==> config.mk <==
export PLATFORM = sky130hd
export DESIGN_NAME = spsn_cell
export DESIGN_NICKNAME = d
export VERILOG_FILES = /design/src/sv/spsn_pkg.sv /design/src/sv/spsn_cell.sv
export SDC_FILE = /design/constraint.sdc
export NUM_CORES = 1
export LEC_CHECK = 0
export BUFFER_PORTS_ARGS = -buffer_cell sky130_fd_sc_hd__buf_2
export CAP_MARGIN = 30
export CORE_AREA = 5 5 123 125
export CTS_BUF_LIST = sky130_fd_sc_hd__clkbuf_16
export DETAILED_ROUTE_END_ITERATION = 12
export DIE_AREA = 0 0 128 130
export PLACE_DENSITY = 0.77
export SYNTH_ARGS = -nofsm -noshare
export SYNTH_HDL_FRONTEND = slang
export SYNTH_SLANG_ARGS = --single-unit
==> constraint.sdc <==
create_clock -name i_clk -period 8 [get_ports i_clk]
set_clock_uncertainty 0.2 [all_clocks]
set_input_delay 0.4 -clock i_clk [delete_from_list [all_inputs] [get_ports i_clk]]
set_output_delay 0.4 -clock i_clk [all_outputs]
set_load 0.05 [all_outputs]
==> src/sv/spsn_pkg.sv <==
// ----------------------------------------------------------------------------
// spsn_pkg
// Shared types and constants for the squared-norm point sorter.
// ----------------------------------------------------------------------------
package spsn_pkg;

    localparam int COORD_W = 16;
    localparam int KEY_W   = 32;

    typedef struct packed {
        logic signed [COORD_W-1:0] coord_x;
        logic signed [COORD_W-1:0] coord_y;
        logic signed [COORD_W-1:0] coord_z;
        logic                      set_end;
    } t_in_item;

    typedef struct packed {
        logic signed [COORD_W-1:0] out_x;
        logic signed [COORD_W-1:0] out_y;
        logic signed [COORD_W-1:0] out_z;
        logic [KEY_W-1:0]          sq_norm;
        logic                      run_end;
        logic                      overflow;
    } t_out_item;

    // control shared by every cell of the chain
    typedef struct packed {
        logic insert;
        logic drain;
    } t_cell_ctl;

endpackage

==> src/sv/spsn_cell.sv <==
// ----------------------------------------------------------------------------
// spsn_cell
// One slot of the sorted chain: keeps, takes the new point, or shifts.
// ----------------------------------------------------------------------------
module spsn_cell #(
    parameter int COORD_BITS = 16
) (
    input  logic                       i_clk,
    input  logic                       i_rst_n,
    input  spsn_pkg::t_cell_ctl        i_ctl,
    input  logic [spsn_pkg::KEY_W-1:0] i_new_key,
    input  logic [3*COORD_BITS-1:0]    i_new_pt,
    input  logic                       i_prev_after,
    input  logic [spsn_pkg::KEY_W-1:0] i_prev_key,
    input  logic [3*COORD_BITS-1:0]    i_prev_pt,
    input  logic                       i_prev_valid,
    input  logic [spsn_pkg::KEY_W-1:0] i_next_key,
    input  logic [3*COORD_BITS-1:0]    i_next_pt,
    input  logic                       i_next_valid,
    output logic [spsn_pkg::KEY_W-1:0] o_key,
    output logic [3*COORD_BITS-1:0]    o_pt,
    output logic                       o_valid,
    output logic                       o_after
);
    import spsn_pkg::*;

    logic [KEY_W-1:0]        r_key, n_key;
    logic [3*COORD_BITS-1:0] r_pt,  n_pt;
    logic                    r_valid, n_valid;
    logic                    w_after;

    // new point lands behind this cell when the stored key is not above it
    assign w_after = r_valid && (r_key <= i_new_key);

    always_comb begin
        n_key   = r_key;
        n_pt    = r_pt;
        n_valid = r_valid;
        if (i_ctl.drain) begin
            n_key   = i_next_key;
            n_pt    = i_next_pt;
            n_valid = i_next_valid;
        end else if (i_ctl.insert && !w_after) begin
            if (i_prev_after) begin
                n_key   = i_new_key;
                n_pt    = i_new_pt;
                n_valid = 1'b1;
            end else begin
                n_key   = i_prev_key;
                n_pt    = i_prev_pt;
                n_valid = i_prev_valid;
            end
        end
    end

    always_ff @(posedge i_clk) begin
        if (!i_rst_n) begin
            r_valid <= 1'b0;
        end else begin
            r_valid <= n_valid;
        end
    end

    always_ff @(posedge i_clk) begin
        r_key <= n_key;
        r_pt  <= n_pt;
    end

    assign o_key   = r_key;
    assign o_pt    = r_pt;
    assign o_valid = r_valid;
    assign o_after = w_after;

endmodule

==> impl_metrics.tcl <==
set metrics [dict create \
    status "finished, final reports clean" \
    gp_congestion 0.8582 \
    clk-insertion-delay-late_ns 0.33 \
    hold_path_class "input port to register" \
    ff2ff_path_depth 7 \
    drt_iter0_drc 152 \
    yosys.area.top_type_share_pct 48.92 \
    cts_tree "built" \
    seq_area_frac_synth_pct 49.32 \
    leakagePower_nw 3.597 \
    slew-limit-headroom_pct 45.23 \
    routed_wl_um 15240 \
    place_hpwl_um 12510 \
    syn_avg_cell_area_sq_um 10.47 \
    netlist_instances 469 \
    rows 43 \
    cts_root_buf "clkbuf_16" \
    r2r_start "o_key[15]$_DFFE_PP_" \
    synth-seq-cells 81 \
    crit_start "o_key[15]$_DFFE_PP_" \
    hold_viol_final 0 \
    fin_crit_ns 3.296 \
    core_sq_um 13770 \
    ys.flop_type "edfxtp_1" \
    synth.largest_area_cell "edfxtp_1" \
    cp_slowest_cell "nor4_1" \
    wl_per_cell_um 15.73 \
    rsz0062_at_grt "no" \
    cts_setup_buffers 0 \
    fp.dieW_um 128 \
    grt_pass1_vias 4568 \
    syn2layout_area_growth_pct 42.52 \
    ant_nets 0 \
    globalRouteTotalUtil_pct 17.25 \
    criticalPathCategory "register to output pin" \
    syn-num-nets 748 \
    synthArstFlopShare_pct 0 \
    reg2reg_to "o_pt[40]$_DFFE_PP_" \
    start_util_pct 35.66 \
    cp-start-kind "register" \
    die_area_sq_um 16640 \
    clock_sinks 81 \
    dr.pass1.iters 4 \
    nNetsFinal 1064 \
    drv_slew 0 \
    clk_pin_slew_ns 0.05 \
    fin_area_sq_um 6999 \
    crit_end "o_after" \
    numCtsBuffers 9 \
    hold_depth 2 \
    synthTopCellsByArea "edfxtp_1 49%, mux2i_1 16%, ha_1 8.2%" \
    crit_required_ns 7.40 \
    cts_max_level 3 \
    vias 4574 \
    drive_above_1_share_pct 44.36 \
    max-vdd-ir-drop_uv 107.1 \
    maxCapViolCount 0 \
    path_cells "ha_1 -> nand4_1 -> nor4_1 -> and2b_2 -> a22oi_2 -> and2_1 -> buf_2" \
    io_pins 329 \
    overflow 0 \
    cp_max_fo 4 \
    ys_warn_count 0 \
    synth_edf_count 80 \
    final_cell_mix "326 x buf_2, 86 x nand2_1, 80 x mux2i_1, 80 x edfxtp_1, 65 x o21ai_1" \
    end_kind "output pin" \
    syn_area_sq_um 4911 \
    antenna_found_initial 0 \
    grt_pass1_wl_um 22380 \
    antenna_cells 0 \
    finalSetupTns_ns 0 \
    place_area_sq_um 6723 \
    final_common_cell "buf_2" \
    slowest_delay_ns 0.49 \
    crit_arrival_ns 2.70 \
    grt_max_degree 84 \
    period_share_pct 41.20 \
    rrSetupSlack_ns 5.09 \
    cts_hold_buf 0 \
    vias_per_cell 4.720 \
    tightest_slew_ns 0.8216 \
    ctsResizeCount 0 \
    io_buffers 328 \
    power.density_nw_per_um2 196.1 \
    drcViolationCount 0 \
    cts_buffer_depth 2 \
    die_h_um 130 \
    yosysUniqueCellTypes 33 \
    max_freq_mhz 303.4 \
    setup_viol 0 \
]
-- metal layers --
metal  GRT usage [%]  part of all wire [%]
met1           19.92                    38
met2           31.52                    52
met3           4.380                   7.8
met4           5.181                   1.7
met5               0                     0
-- state kept, by name, indices dropped and copies added, names as in the netlist --
| register | cells |
|---|---|
| o_key | 32 |
| o_valid | 1 |
| o_pt | 48 |
-- where the power goes --
part | internal [mW] | switching [mW]
clock network | 0.235 | 0.153
logic | 0.136 | 0.303
registers | 0.528 | 0.0169
-- final cells by class --
| cell class | instances | area (sq um) |
|---|---|---|
| multi-input combinational | 328 | 2275 |
| tap | 180 | 225.2 |
| inverter | 33 | 123.9 |
| clock inverter | 6 | 51.30 |
| fill | 1312 | 6774 |
| sequential | 81 | 2422 |
| timing repair buffer | 332 | 1677 |
| clock buffer | 9 | 225.2 |
-- worst max-delay path, delay by kind of cell, from the launching register on --
| family | cells | cell delay (ns) |
|---|---|---|
| adders and majority gates | 1 | 0.33 |
| buffers and inverters | 1 | 0.26 |
| and+or+nand+nor | 4 | 1.12 |
| DFF | 1 | 0.39 |
| AOI/OAI and AO/OA | 1 | 0.27 |
-- synthesized netlist by cell type, drive strengths merged, types with 2 or more instances --
| cell type | instances |
|---|---|
| nand4 | 8 |
| a21o | 3 |
| a211oi | 2 |
| inv | 33 |
| ha | 32 |
| nand3 | 3 |
| nand2 | 86 |
| buf | 9 |
| nor4 | 2 |
| edfxtp | 80 |
| a21oi | 13 |
| o21ai | 83 |
| clkbuf | 18 |
| mux2i | 80 |
-- worst min path at each step --
stage / slack [ns] / start / endpoint
2_1_floorplan: 0.33 / i_rst_n / o_valid$_SDFFE_PN0P_
3_3_place_gp: 0.43 / o_valid$_SDFFE_PN0P_ / o_valid$_SDFFE_PN0P_
3_5_place_dp: 0.43 / i_rst_n / o_valid$_SDFFE_PN0P_
4_1_cts: 0.09 / i_rst_n / o_valid$_SDFFE_PN0P_
5_1_grt: 0.1 / i_rst_n / o_valid$_SDFFE_PN0P_
6_report: 0.10 / i_rst_n / o_valid$_SDFFE_PN0P_
-- metrics by stage --
| stage | setup WS (ns) | std cells | hold slack [ns] | power (mW) | utilization, % |
|---|---|---|---|---|---|
| final | 4.704 | 969 | 0.1048 | 1.372 | 50.82 |
| after global routing | 4.536 | 969 | 0.09968 | 1.440 | 50.82 |
| after CTS | 4.619 | 969 | 0.08791 | 1.393 | 50.82 |
| after detailed placement | 4.848 | 954 | 0.4344 | 0.9978 | 48.81 |
| after global placement | 4.905 | 954 | 0.4336 | 0.9893 | 48.81 |
| after floorplan | 1.413 | 469 | 0.3334 | 0.8535 | - |
-- cell families (layout without fill, tap and decap cells) --
| logic type | after synthesis | in the layout | synth area share (%) |
|---|---|---|---|
| AO/OA/AOI/OAI | 110 | 110 | 12.28 |
| AND/OR/NAND/NOR | 106 | 106 | 9.274 |
| flip-flops | 81 | 81 | 49.32 |
| multiplexers | 80 | 80 | 16.31 |
| buffers and inverters | 60 | 380 | 4.662 |
| adder cells (fa/ha/maj) | 32 | 32 | 8.153 |
No activity file was read; power rests on OpenSTA's default activity.
