File: src/sv/spsn_pkg.sv
// ----------------------------------------------------------------------------
// spsn_pkg
// Shared types and constants for the squared-norm point sorter.
// ----------------------------------------------------------------------------
package spsn_pkg;

    localparam int COORD_W = 16;
    localparam int KEY_W   = 32;

    typedef struct packed {
        logic signed [COORD_W-1:0] coord_x;
        logic signed [COORD_W-1:0] coord_y;
        logic signed [COORD_W-1:0] coord_z;
        logic                      set_end;
    } t_in_item;

    typedef struct packed {
        logic signed [COORD_W-1:0] out_x;
        logic signed [COORD_W-1:0] out_y;
        logic signed [COORD_W-1:0] out_z;
        logic [KEY_W-1:0]          sq_norm;
        logic                      run_end;
        logic                      overflow;
    } t_out_item;

    // control shared by every cell of the chain
    typedef struct packed {
        logic insert;
        logic drain;
    } t_cell_ctl;

endpackage

File: src/sv/spsn_key_unit.sv
// ----------------------------------------------------------------------------
// spsn_key_unit
// Two-stage squared-norm pipeline: squares, then saturating sum.
// ----------------------------------------------------------------------------
module spsn_key_unit #(
    parameter int COORD_BITS = 16
) (
    input  logic                      i_clk,
    input  logic                      i_rst_n,
    input  logic                      i_valid,
    input  spsn_pkg::t_in_item        i_in,
    output logic                      o_valid,
    output logic                      o_last,
    output logic [spsn_pkg::KEY_W-1:0] o_key,
    output logic [3*COORD_BITS-1:0]   o_pt,
    output logic                      o_last_pending
);
    import spsn_pkg::*;

    localparam int CB    = COORD_BITS;
    localparam int SQ_W  = 2 * CB;
    localparam int SUM_W = (SQ_W + 2 > KEY_W + 1) ? SQ_W + 2 : KEY_W + 1;

    logic [CB-1:0]    w_c   [3];
    logic [CB-1:0]    w_mag [3];
    logic [SQ_W-1:0]  w_sq  [3];
    logic [SUM_W-1:0] w_sum;
    logic [KEY_W-1:0] w_key;

    logic [SQ_W-1:0]   r_s1_sq [3];
    logic [3*CB-1:0]   r_s1_pt;
    logic              r_s1_valid;
    logic              r_s1_last;
    logic [KEY_W-1:0]  r_s2_key;
    logic [3*CB-1:0]   r_s2_pt;
    logic              r_s2_valid;
    logic              r_s2_last;

    // fields are taken as raw bit patterns, then read as CB-bit two's complement
    assign w_c[0] = CB'($unsigned(i_in.coord_x));
    assign w_c[1] = CB'($unsigned(i_in.coord_y));
    assign w_c[2] = CB'($unsigned(i_in.coord_z));

    always_comb begin
        for (int i = 0; i < 3; i++) begin
            w_mag[i] = w_c[i][CB-1] ? (~w_c[i] + CB'(1)) : w_c[i];
            w_sq[i]  = w_mag[i] * w_mag[i];
        end
    end

    assign w_sum = SUM_W'(r_s1_sq[0]) + SUM_W'(r_s1_sq[1]) + SUM_W'(r_s1_sq[2]);
    assign w_key = (|w_sum[SUM_W-1:KEY_W]) ? {KEY_W{1'b1}} : w_sum[KEY_W-1:0];

    always_ff @(posedge i_clk) begin
        if (!i_rst_n) begin
            r_s1_valid <= 1'b0;
            r_s1_last  <= 1'b0;
            r_s2_valid <= 1'b0;
            r_s2_last  <= 1'b0;
        end else begin
            r_s1_valid <= i_valid;
            r_s1_last  <= i_valid & i_in.set_end;
            r_s2_valid <= r_s1_valid;
            r_s2_last  <= r_s1_valid & r_s1_last;
        end
    end

    always_ff @(posedge i_clk) begin
        for (int i = 0; i < 3; i++) begin
            r_s1_sq[i] <= w_sq[i];
        end
        r_s1_pt  <= {w_c[2], w_c[1], w_c[0]};
        r_s2_key <= w_key;
        r_s2_pt  <= r_s1_pt;
    end

    assign o_valid        = r_s2_valid;
    assign o_last         = r_s2_last;
    assign o_key          = r_s2_key;
    assign o_pt           = r_s2_pt;
    assign o_last_pending = (r_s1_valid & r_s1_last) | (r_s2_valid & r_s2_last);

endmodule

File: config.mk
export PLATFORM = sky130hd
export DESIGN_NAME = spsn_key_unit
export DESIGN_NICKNAME = d
export VERILOG_FILES = /design/src/sv/spsn_pkg.sv /design/src/sv/spsn_key_unit.sv
export SDC_FILE = /design/constraint.sdc
export NUM_CORES = 2
export LEC_CHECK = 0
export BUFFER_PORTS_ARGS = -buffer_cell sky130_fd_sc_hd__buf_2
export CAP_MARGIN = 15
export CORE_ASPECT_RATIO = 0.75
export CORE_MARGIN = 8
export CORE_UTILIZATION = 35
export CTS_CLUSTER_DIAMETER = 200
export CTS_CLUSTER_SIZE = 12
export DETAILED_ROUTE_END_ITERATION = 8
export GPL_TIMING_DRIVEN = 0
export PLACE_DENSITY = 0.51
export SYNTH_ARGS = -nofsm -noshare
export SYNTH_HDL_FRONTEND = slang
export SYNTH_SLANG_ARGS = --single-unit
File: constraint.sdc
create_clock -name i_clk -period 10.6 [get_ports i_clk]
set_clock_uncertainty 0.2 [all_clocks]
set_input_delay 2.65 -clock i_clk [delete_from_list [all_inputs] [get_ports i_clk]]
set_output_delay 2.65 -clock i_clk [all_outputs]
set_load 0.02 [all_outputs]
==> results.py <==
metrics = {
    "outcome": {
        "status": "finished, final reports clean",
    },
    "grt": {
        "overflow": 0,
        "grtUsageMet1_pct": 24.3,
        "grt_pass1_wl_mm": 116,
        "gr-usage-all-layers_pct": 15.9,
        "met3_usage_pct": 3.75,
        "grt_pass1_vias": 21100,
        "antenna_found_initial": 2,
        "grt_max_degree": 13,
        "busiest_layer": "met1",
        "gr-usage-met2_pct": 22.9,
    },
    "setup_path": {
        "r2r_slack_ps": 6180,
        "critPathRequiredTime_ps": 10870,
        "crit_fanout": 10,
        "crit_type": "input port to flop",
        "cp.depth": 28,
        "crit_path_frequent_cell": "fa_1",
        "r2r_start": "r_s1_sq[0][9]",
        "start_kind": "input port",
        "cp.buffers_inverters": 8,
        "critPathTopFamily": "adder cells",
        "rr_worst_depth": 11,
        "crit_path_end_kind": "flop",
        "critical_path.max_stage_delay_ps": 610,
        "cp_slowest_cell": "clkbuf_1",
        "critical_path_arrival_ps": 10570,
        "r2r_end": "o_key[23]",
    },
    "route": {
        "drc_errors": 0,
        "viasPerCell": 4.72,
        "ant_nets": 0,
        "vias": 20200,
        "wire_per_inst_um": 16.5,
        "wirelength_mm": 70.8,
        "drt-initial-drc-count": 1233,
        "dr.pass1.iters": 5,
    },
    "cells_and_area": {
        "nNetsFinal": 4123,
        "design_area_mm2": 0.0319,
        "final_common_cell": "inv_1",
        "drive_above_1_share_pct": 8.42,
        "final_cells": 4290,
        "layout_common_cells": "inv_1 (671), fa_1 (521), ha_1 (320)",
        "area_growth_pct": 11.7,
    },
    "timing": {
        "tightestPinTransition_ps": 1120,
        "final-setup-viol-count": 0,
        "finalHoldViolCount": 0,
        "fin_setup_tns_ps": 0,
        "relSlewSlack_pct": 24.6,
        "fmax_ghz": 0.0970,
        "period_needed_ps": 10310,
        "period_share_pct": 97.2,
        "maxSlewViolCount": 0,
        "worst_hold_slack_ps": 99.1,
    },
    "synthesis": {
        "yosys_register_bits": 222,
        "synth_compound_area_share_pct": 8.84,
        "synthAdderAreaFrac_pct": 50.6,
        "synth_edf_count": 0,
        "yosys.area.top_type": "fa_1",
        "seq_area_frac_synth_pct": 15.6,
        "avgSynthCellArea_um2": 9.45,
        "muxShareOfSynthArea_pct": 0.0351,
        "synth_top_family_by_area": "adder cells",
        "synth-xor-area-share_pct": 4.72,
        "syn-instance-count": 3019,
        "yosys.area.top_type_share_pct": 36.6,
        "synth.distinct_cells": 71,
        "synthTopCellsByArea": "fa_1 (37%), dfxtp_1 (16%), ha_1 (14%)",
        "yosysWarnings": 0,
        "yosys_most_used_dff": "dfxtp_1",
        "async_flop_share_pct": 0,
        "synthesis.area_mm2": 0.0285,
        "yosys.area_share.simple_pct": 10.4,
    },
    "min_path": {
        "hold_path.class": "flop to flop",
        "min-delay-start": "r_s1_pt[37]",
        "whs_endpoint": "o_pt[37]",
        "whs_path_depth": 0,
    },
    "clock_tree": {
        "hold_buffers": 0,
        "clock_latency_ps": 570,
        "root_buffer": "clkbuf_16",
        "cts.sinks": 222,
        "clk_pin_slew_ps": 80,
        "clockBufferDepth": 3,
        "cts-buffers-inserted": 22,
        "ctsHtreeMaxLevel": 1,
        "cts_tree": "done",
    },
    "die": {
        "io-pin-count": 135,
        "fp.dieArea_mm2": 0.0910,
        "core_area_mm2": 0.0805,
        "row_count": 90,
        "die_h_um": 263,
        "start_util_pct": 35.4,
        "fp.dieW_um": 346,
    },
    "placed_design": {
        "place.port_buffers": 134,
        "placed_cell_area_mm2": 0.0306,
        "gp_congestion": 0.864,
        "hpwl_mm": 61.0,
        "placedCellCount": 4246,
    },
    "run": {
        "drv_cap": 0,
    },
}
## cells in the mapped netlist (19+ instances only)
library cell / n
inv_1: 673
fa_1: 521
ha_1: 320
nand2_1: 274
nor2_1: 233
dfxtp_1: 222
a21oi_1: 107
xnor2_1: 99
a21o_1: 59
o21ai_0: 55
xor2_1: 51
clkbuf_1: 41
nor3_1: 39
o21a_1: 23
nand3_1: 21
o21ai_1: 21
and3_1: 20
nand2b_1: 19
## flip-flops by register name, summed over array words and instances, names as in the netlist
| signal | cells |
|---|---|
| o_key | 32 |
| r_s1_last | 1 |
| r_s1_sq | 90 |
| o_valid | 1 |
| o_pt | 48 |
| r_s1_valid | 1 |
| r_s1_pt | 48 |
| o_last | 1 |
## worst register-to-register path, stage by stage, from the launching register on
cell and delay (ps):
dfxtp_1 330, fa_1 470, ha_1 390, nand2_1 110, nor4_2 350, nor4b_1 170
a211o_1 410, o31ai_4 320, a21oi_1 170, o31ai_4 560, buf_2 390, o21ai_1 330
## per-layer routing
layer  share of wire [%]  vias up  wire length, µm
met5                   0        -                0
met3                 7.1       50             5010
met2                  40      448            28500
met1                  51     9981            36200
met4                 1.6        0             1110
li1                    -     9755                -
## cell families (layout without fill, tap and decap cells)
kind of cell,Yosys count,in the layout
and+or+nand+nor,676,676
AOI/OAI and AO/OA,384,384
muxes,1,1
buffers and inverters,741,918
xor gates and xnor gates,152,152
other,2,38
DFF,222,222
adders and majority gates,841,841
## stage by stage
| step | utilization, % | setup WS (ps) |
|---|---|---|
| final | 39.6 | 292 |
| after global routing | 39.6 | -26.8 |
| after CTS | 39.1 | 7.76 |
| after detailed placement | 38.1 | -1900 |
| after global placement | 38.1 | -1980 |
| after floorplan | - | 681 |
## area by class of cell
type | count | area (µm²)
fillers | 8117 | 48700
clock buffers | 22 | 551
repair buffers | 154 | 846
multi-input cells | 2090 | 21800
flip-flops and latches | 222 | 4440
clock inverters | 2 | 25.0
diodes | 2 | 5.00
inverters | 694 | 2630
plain buffers | 46 | 204
well taps | 1058 | 1320
## worst max path at each step
stage	slack [ps]	to	start
after floorplan	680	r_s1_sq[0][62]	i_in[17]
after global placement	-1980	r_s1_sq[0][30]	i_in[33]
after detailed placement	-1900	r_s1_sq[0][59]	i_in[17]
after CTS	8	r_s1_sq[0][30]	i_in[33]
after global routing	-30	r_s1_sq[0][59]	i_in[17]
final	290	r_s1_sq[0][61]	i_in[17]
## what timing repair did
| item | CTS | global route |
|---|---|---|
| endpoints found under the hold margin | 0 | 0 |
| endpoints found under the setup margin | 53 | 30 |
| pin swaps | 4 | 7 |
| setup buffers | 7 | 10 |
| resized for setup | 39 | 55 |
Power is left out: the tool's default activity adds up to more than one toggle a clock period on the data nets, which glitch-free logic cannot reach.
